==> src/sur_pkg.sv <==
// Package for the single-pin ultrasonic ranger.
// Constants and the result record used by sur_core and the top level.
`default_nettype none

package sur_pkg;

    localparam int SUR_COUNT_BITS = 20;

    localparam int                     SUR_TIMEOUT_W     = 20;
    localparam logic [SUR_TIMEOUT_W-1:0] SUR_TIMEOUT_RESET = 20'd100000;

    localparam logic [3:0] SUR_LOW_TICKS  = 4'd2;
    localparam logic [3:0] SUR_HIGH_TICKS = 4'd10;

    // 0.0172 cm per tick in Q8: (w * 1127) >> 8
    localparam int          SUR_MUL_W      = 11;
    localparam logic [10:0] SUR_DIST_MUL   = 11'd1127;
    localparam int          SUR_DIST_SHIFT = 8;
    localparam int          SUR_DIST_W     = 23;
    localparam logic [SUR_DIST_W-1:0] SUR_DIST_MAX = 23'h7FFFFF;

    localparam int SUR_TDATA_W = 32;

    typedef struct packed {
        logic                  timed_out;
        logic [SUR_DIST_W-1:0] distance_cm_q8;
        logic                  distance_valid;
        logic                  pin_drive_level;
        logic                  pin_drive_enable;
    } sur_result_t;

endpackage

`default_nettype wire

==> src/sur_dist.sv <==
// Echo width to distance conversion: multiply by 1127, drop 8 bits, saturate.
// Depends on sur_pkg.
`default_nettype none

module sur_dist
    import sur_pkg::*;
#(
    parameter int COUNT_BITS = SUR_COUNT_BITS
) (
    input  wire logic [COUNT_BITS-1:0] echo_width,
    output logic      [SUR_DIST_W-1:0] distance
);

    localparam int PROD_W = COUNT_BITS + SUR_MUL_W;
    localparam int SH_W   = PROD_W - SUR_DIST_SHIFT;
    localparam int DW     = (SH_W > SUR_DIST_W) ? SH_W : SUR_DIST_W;

    logic [PROD_W-1:0] prod;
    logic [DW-1:0]     dist_ext;

    always_comb begin
        prod     = PROD_W'(echo_width) * PROD_W'(SUR_DIST_MUL);
        dist_ext = DW'(prod >> SUR_DIST_SHIFT);
        if (dist_ext > DW'(SUR_DIST_MAX)) begin
            distance = SUR_DIST_MAX;
        end else begin
            distance = dist_ext[SUR_DIST_W-1:0];
        end
    end

endmodule

`default_nettype wire

==> src/sur_core.sv <==
// Ranger sequencer: trigger pulse, listen, echo width count and timeout.
// Holds all measurement state; one step per accepted word. Uses sur_pkg, sur_dist.
`default_nettype none

module sur_core
    import sur_pkg::*;
#(
    parameter int COUNT_BITS = SUR_COUNT_BITS
) (
    input  wire logic                     aclk,
    input  wire logic                     aresetn,
    input  wire logic                     step_en,
    input  wire logic                     level,
    input  wire logic [SUR_TIMEOUT_W-1:0] timeout_ticks,
    output sur_result_t                   result
);

    localparam logic [1:0] PH_LOW    = 2'd0;
    localparam logic [1:0] PH_HIGH   = 2'd1;
    localparam logic [1:0] PH_LISTEN = 2'd2;

    localparam int CMP_W = (COUNT_BITS > SUR_TIMEOUT_W) ? COUNT_BITS : SUR_TIMEOUT_W;

    logic [1:0]            phase_reg, phase_next;
    logic [3:0]            count_reg, count_next;
    logic [COUNT_BITS-1:0] age_reg, age_next;
    logic [COUNT_BITS-1:0] width_reg, width_next;
    logic                  rise_reg, rise_next;
    logic                  prev_reg, prev_next;
    logic [SUR_DIST_W-1:0] dist_reg, dist_next;

    logic [SUR_DIST_W-1:0] dist_calc;
    logic                  rising, falling;

    sur_dist #(
        .COUNT_BITS(COUNT_BITS)
    ) u_dist (
        .echo_width(width_reg),
        .distance  (dist_calc)
    );

    always_comb begin
        phase_next = phase_reg;
        count_next = count_reg;
        age_next   = age_reg;
        width_next = width_reg;
        rise_next  = rise_reg;
        prev_next  = prev_reg;
        dist_next  = dist_reg;
        result     = '0;
        rising     = level && !prev_reg;
        falling    = !level && prev_reg && rise_reg;

        unique case (phase_reg)
            PH_HIGH: begin
                result.pin_drive_enable = 1'b1;
                result.pin_drive_level  = 1'b1;
                count_next = count_reg + 4'd1;
                if (count_next >= SUR_HIGH_TICKS) begin
                    // release: pin is pulled down, so the edge history starts over
                    phase_next = PH_LISTEN;
                    count_next = '0;
                    age_next   = '0;
                    width_next = '0;
                    rise_next  = 1'b0;
                    prev_next  = 1'b0;
                end
            end
            PH_LISTEN: begin
                age_next = (age_reg == '1) ? age_reg : age_reg + 1'b1;
                if (rising) begin
                    rise_next  = 1'b1;
                    width_next = COUNT_BITS'(1);
                end else if (level && rise_reg) begin
                    width_next = (width_reg == '1) ? width_reg : width_reg + 1'b1;
                end
                prev_next = level;
                // echo beats timeout on the same tick
                if (falling) begin
                    dist_next             = dist_calc;
                    result.distance_valid = 1'b1;
                    phase_next            = PH_LOW;
                    count_next            = '0;
                end else if (CMP_W'(age_next) > CMP_W'(timeout_ticks)) begin
                    result.timed_out = 1'b1;
                    phase_next       = PH_LOW;
                    count_next       = '0;
                end
            end
            default: begin
                // drive low, also taken by the spare code
                phase_next = PH_LOW;
                result.pin_drive_enable = 1'b1;
                count_next = count_reg + 4'd1;
                if (count_next >= SUR_LOW_TICKS) begin
                    phase_next = PH_HIGH;
                    count_next = '0;
                end
            end
        endcase

        result.distance_cm_q8 = dist_next;
    end

    always_ff @(posedge aclk) begin
        if (!aresetn) begin
            phase_reg <= PH_LOW;
            count_reg <= '0;
            age_reg   <= '0;
            width_reg <= '0;
            rise_reg  <= 1'b0;
            prev_reg  <= 1'b0;
            dist_reg  <= '0;
        end else if (step_en) begin
            phase_reg <= phase_next;
            count_reg <= count_next;
            age_reg   <= age_next;
            width_reg <= width_next;
            rise_reg  <= rise_next;
            prev_reg  <= prev_next;
            dist_reg  <= dist_next;
        end
    end

endmodule

`default_nettype wire

==> src/single_pin_ultrasonic_ranger.sv <==
// Top level of the single-pin ultrasonic ranger: input, output and timeout registers.
// Depends on sur_pkg and sur_core.
//
//  channel   | dir | handshake           | payload
//  ----------+-----+---------------------+-------------------------------------
//  s_        | in  | s_tvalid / s_tready | echo_level, one word per tick
//  m_        | out | m_tvalid / m_tready | drive enable/level, distance, timeout
//  cfg_      | in  | cfg_valid/cfg_ready | timeout_ticks
//
// One result word per input word; a word enters every cycle while the m_ side takes results.
// The path runs through the input register, then the sequencer step into the output register.
// The sequencer update and the 20x11 multiply are combinational.
// Reset (aresetn low, synchronous) empties both registers and starts a trigger pulse.
// A stalled m_ side holds the output word; the input register keeps one more word.
`default_nettype none

module single_pin_ultrasonic_ranger
    import sur_pkg::*;
#(
    parameter int COUNT_BITS = SUR_COUNT_BITS
) (
    input  wire logic                     aclk,
    input  wire logic                     aresetn,

    input  wire logic                     s_tvalid,
    output logic                          s_tready,
    input  wire logic [7:0]               s_tdata,   // [0] echo_level

    output logic                          m_tvalid,
    input  wire logic                     m_tready,
    // [0] pin_drive_enable, [1] pin_drive_level, [2] distance_valid,
    // [25:3] distance_cm_q8, [26] timed_out
    output logic [SUR_TDATA_W-1:0]        m_tdata,

    input  wire logic                     cfg_valid,
    output logic                          cfg_ready,
    input  wire logic [SUR_TIMEOUT_W-1:0] cfg_data
);

    logic                     in_valid_reg, in_valid_next;
    logic                     in_level_reg;
    logic                     out_valid_reg, out_valid_next;
    logic [SUR_TDATA_W-1:0]   out_data_reg;
    logic [SUR_TIMEOUT_W-1:0] timeout_reg;

    logic        advance;
    sur_result_t step_result;

    assign advance   = in_valid_reg && (!out_valid_reg || m_tready);
    assign s_tready  = !in_valid_reg || advance;
    assign cfg_ready = 1'b1;
    assign m_tvalid  = out_valid_reg;
    assign m_tdata   = out_data_reg;

    sur_core #(
        .COUNT_BITS(COUNT_BITS)
    ) u_core (
        .aclk         (aclk),
        .aresetn      (aresetn),
        .step_en      (advance),
        .level        (in_level_reg),
        .timeout_ticks(timeout_reg),
        .result       (step_result)
    );

    always_comb begin
        in_valid_next = in_valid_reg;
        if (s_tvalid && s_tready) begin
            in_valid_next = 1'b1;
        end else if (advance) begin
            in_valid_next = 1'b0;
        end

        out_valid_next = out_valid_reg;
        if (advance) begin
            out_valid_next = 1'b1;
        end else if (m_tready) begin
            out_valid_next = 1'b0;
        end
    end

    always_ff @(posedge aclk) begin
        if (!aresetn) begin
            in_valid_reg  <= 1'b0;
            out_valid_reg <= 1'b0;
            timeout_reg   <= SUR_TIMEOUT_RESET;
        end else begin
            in_valid_reg  <= in_valid_next;
            out_valid_reg <= out_valid_next;
            if (cfg_valid && cfg_ready) begin
                timeout_reg <= cfg_data;
            end
        end
    end

    // payload words, no reset needed
    always_ff @(posedge aclk) begin
        if (s_tvalid && s_tready) begin
            in_level_reg <= s_tdata[0];
        end
        if (advance) begin
            out_data_reg <= SUR_TDATA_W'(step_result);
        end
    end

endmodule

`default_nettype wire
==> config.mk <==
export PLATFORM = sky130hd
export DESIGN_NAME = single_pin_ultrasonic_ranger
export DESIGN_NICKNAME = d
export VERILOG_FILES = /design/src/sur_pkg.sv /design/src/sur_dist.sv /design/src/sur_core.sv /design/src/single_pin_ultrasonic_ranger.sv
export SDC_FILE = /design/constraint.sdc
export NUM_CORES = 1
export LEC_CHECK = 0
export CAP_MARGIN = 10
export CORE_AREA = 2 2 137 173
export DETAILED_ROUTE_END_ITERATION = 10
export DIE_AREA = 0 0 139 175
export DONT_BUFFER_PORTS = 1
export SLEW_MARGIN = 15
export SYNTH_ARGS = -nofsm -noshare
export SYNTH_HDL_FRONTEND = slang
export SYNTH_SLANG_ARGS = --single-unit
==> constraint.sdc <==
create_clock -name aclk -period 5.8 [get_ports aclk]
set_clock_uncertainty 0.15 [all_clocks]
set_input_delay 0 -clock aclk [delete_from_list [all_inputs] [get_ports aclk]]
set_output_delay 0 -clock aclk [all_outputs]
set_load 0.02 [all_outputs]
==> results.py <==
metrics = {
    "logic_synthesis": {
        "async_flop_share": 0,
        "synth_top_area_cell": "dfxtp_1",
        "synth_top_area_share": 0.185,
        "postSynthCellCount": 1156,
        "avgSynthCellArea_um2": 8.72,
        "ys_seq_elements": 121,
        "yosys-top-cells-area": "dfxtp_1 (18%), ha_1 (16%), fa_1 (13%)",
        "synth_warnings": 0,
        "seq_area_frac_synth": 0.268,
        "synth_area_um2": 10100,
        "ys_dominant_reg_cell": "dfxtp_1",
        "yosysUniqueCellTypes": 72,
        "synth-edff-count": 28,
    },
    "grt": {
        "grt_pass1_vias": 7982,
        "overflow": 0,
        "grt_pass1_wl_mm": 40.0,
        "grt_util_all_layers": 0.208,
        "antenna_found_initial": 0,
        "grt_max_degree": 51,
    },
    "layout": {
        "multi_input_area_um2": 6480,
        "synthToLayoutAreaGrowth_pct": 13.6,
        "final_cell_mix": "inv_1 (180), ha_1 (125), dfxtp_1 (93), nand2_1 (91), nor2_1 (79)",
        "drive_gt1_frac": 0.0449,
        "fin_area_um2": 11500,
        "n_antenna_cell": 0,
        "largest_reg_flops": 27,
        "fillers": 2109,
        "mostFrequentLayoutCell": "inv_1",
        "seqCellArea_um2": 2700,
        "final_nets": 1410,
    },
    "sta": {
        "hold_viol": 0,
        "whs_ns": 0.0445,
        "max_freq_mhz": 189,
        "finalSetupViolations": 0,
        "worst_slew_pin_slew_ns": 0.996,
        "setup_tns_ns": 0,
        "finalMaxSlewViolations": 0,
        "rsz0062_at_grt": "false",
        "finalCritPeriodShare": 0.913,
        "final.min_clock_period_ns": 5.30,
        "slew-limit-headroom": 0.333,
    },
    "pwr": {
        "peakVddDrop_v": 0.000244,
        "combPwrFrac": 0.057,
        "p_int_w": 0.00171,
        "total_power_w": 0.00221,
        "p_leak_nw": 5.31,
        "p_sw_frac": 0.227,
        "pwr-share-seq": 0.409,
        "p_clk_frac": 0.534,
        "p_switching_w": 0.000501,
        "cellPowerDensity_nw_per_um2": 193,
    },
    "drt": {
        "viasPerCell": 5.35,
        "wl_per_cell_um": 16.4,
        "first_pass_iters": 5,
        "ant_nets": 0,
        "drtIter0Drc": 391,
        "route.detailed.drc": 0,
        "vias": 7968,
        "drt_wl_total_mm": 24.5,
    },
    "flow_run": {
        "maxCapViolCount": 0,
    },
    "clocking": {
        "cts.clk_slew.worst_paths_ns": 0.06,
        "cts_root_buf": "clkbuf_16",
        "cts_made_buffers": 17,
        "cts_tree": "yes",
        "cts_max_path_buffers": 2,
        "worst_skew_pair.late_latency_ns": 0.44,
        "cts_max_level": 4,
        "clock_sinks": 121,
    },
    "placement": {
        "place.port_buffers": 0,
        "place.gp.congestion": 0.897,
        "hpwlAfterDp_mm": 18.5,
        "placed_area_um2": 10300,
    },
    "worst_setup_path": {
        "regToRegEndpoint": "u_core.dist_reg[21]$_SDFFE_PN0P_",
        "path_cells": "ha_1 -> ha_1 -> fa_1 -> fa_1 -> inv_1 -> fa_1 -> inv_1 -> ha_1 -> a21oi_1 -> o21ai_0 -> a22oi_1 -> a211oi_2 -> o21ai_0 -> a2111oi_0 -> a311o_1",
        "reg2regPathDepth": 15,
        "worstPathRequired_ns": 5.97,
        "crit_type": "reg -> reg",
        "setup.worst_path.end": "u_core.dist_reg[21]$_SDFFE_PN0P_",
        "crit_start": "u_core.width_reg[7]$_SDFFE_PN0P_",
        "crit_fanout": 8,
        "rr_startpoint": "u_core.width_reg[7]$_SDFFE_PN0P_",
        "arrival_ns": 5.47,
        "r2r_slack_ns": 0.50,
        "crit_path_max_incr_delay_ns": 0.54,
        "slowest_stage": "fa_1",
        "worstSetupStartpointType": "register",
        "critical_path.endpoint_type": "register",
    },
    "floorplanning": {
        "die_width_um": 139,
        "fp.dieH_um": 175,
        "die_area_um2": 24300,
        "fp-row-count": 62,
        "num_io_pins": 68,
        "core_um2": 22700,
        "initial_utilization": 0.445,
    },
    "hold_path": {
        "hp-class": "in -> reg",
    },
    "run_status": {
        "status": "completed",
    },
}
==> worst min path at each step <==
stage / from / endpoint / slack [ns] / cells past startpoint
finish: aresetn / u_core.width_reg[9]$_SDFFE_PN0P_ / 0.04 / 2
detailed placement: s_tdata[0] / in_level_reg$_DFFE_PP_ / -0.05 / 0
global placement: s_tdata[0] / in_level_reg$_DFFE_PP_ / -0.05 / 0
global route: s_tdata[0] / in_level_reg$_DFFE_PP_ / 0.05 / 1
CTS: aresetn / u_core.width_reg[9]$_SDFFE_PN0P_ / 0.04 / 2
floorplan: s_tdata[0] / in_level_reg$_DFFE_PP_ / -0.05 / 0
==> Yosys cell counts (3+ instances only) <==
cell       count
o311ai_0       4
o21bai_1       6
buf_4          6
nor2_1        79
o211ai_1      13
ha_1         125
or3_1         18
nor4_1         4
o21ai_0       47
dfxtp_1       93
a32o_1         3
o31ai_1        9
nor3_1        21
fa_1          63
edfxtp_1      28
and2_1         8
xnor2_1       25
a21oi_1       59
clkinv_1       3
clkbuf_1      37
a21o_2         3
a31oi_1        3
a2111oi_0      3
and3_1         9
and4_1         7
nand2b_1       8
nand3_1       46
or4_1          4
a21o_1        26
nand4_1       23
xor2_1        15
o21a_1        17
nand2_1       91
mux2i_1       17
nor2b_1        6
inv_1        180
==> per-layer routing <==
metal | up-vias | wire (µm) | track usage
met3 | 36 | 707 | 0.0362
met5 | - | 0 | 0
li1 | 4006 | - | -
met1 | 3782 | 10500 | 0.241
met2 | 144 | 12600 | 0.376
met4 | 0 | 742 | 0.0892
==> what timing repair did <==
| item | 4_1_cts | 5_1_grt |
|---|---|---|
| endpoints found under the hold margin | 49 | 0 |
| resized for setup | 0 | 0 |
| setup buffers | 0 | 0 |
| hold buffers | 49 | 0 |
==> power by group through the flow <==
| stage | clock network (W) | logic (W) | registers (W) |
|---|---|---|---|
| floorplan | 0 | 0.0000752 | 0.000917 |
| global placement | 0 | 0.0000832 | 0.000921 |
| detailed placement | 0 | 0.0000842 | 0.000921 |
| CTS | 0.00119 | 0.000126 | 0.000903 |
| global route | 0.00123 | 0.000141 | 0.000905 |
| finish | 0.00118 | 0.000127 | 0.000903 |
==> worst max-delay path: cells and delay by family, from the launching register on <==
kind	cells	cell delay [ns]
AO/OA/AOI/OAI	7	1.84
adder cells (fa/ha/maj)	6	2.58
buffers and inverters	2	0.09
flip-flops	1	0.53
==> layout make-up <==
cell class | instances | area share
repair buffers | 58 | 0.0505
multi-input cells | 808 | 0.566
inverters | 183 | 0.0600
clock buffers | 19 | 0.0387
clock inverters | 13 | 0.0174
well taps | 288 | 0.0315
flip-flops and latches | 121 | 0.236
==> per-stage QoR <==
stage	worst slack, ns	utilization	std cells
2_1_floorplan	0.985	-	1160
3_3_place_gp	0.581	0.455	1409
3_5_place_dp	0.523	0.455	1409
4_1_cts	0.499	0.506	1490
5_1_grt	0.141	0.506	1490
6_report	0.502	0.506	1490
==> cells by family after synthesis <==
group                    synth area share
AO/OA/AOI/OAI                       0.143
adder cells (fa/ha/maj)             0.280
flip-flops                          0.268
XOR/XNOR                           0.0348
buffers and inverters              0.0906
AND/OR/NAND/NOR                     0.162
other                            0.000745
multiplexers                       0.0202
Note: power is estimated with default switching activity, not from simulation.
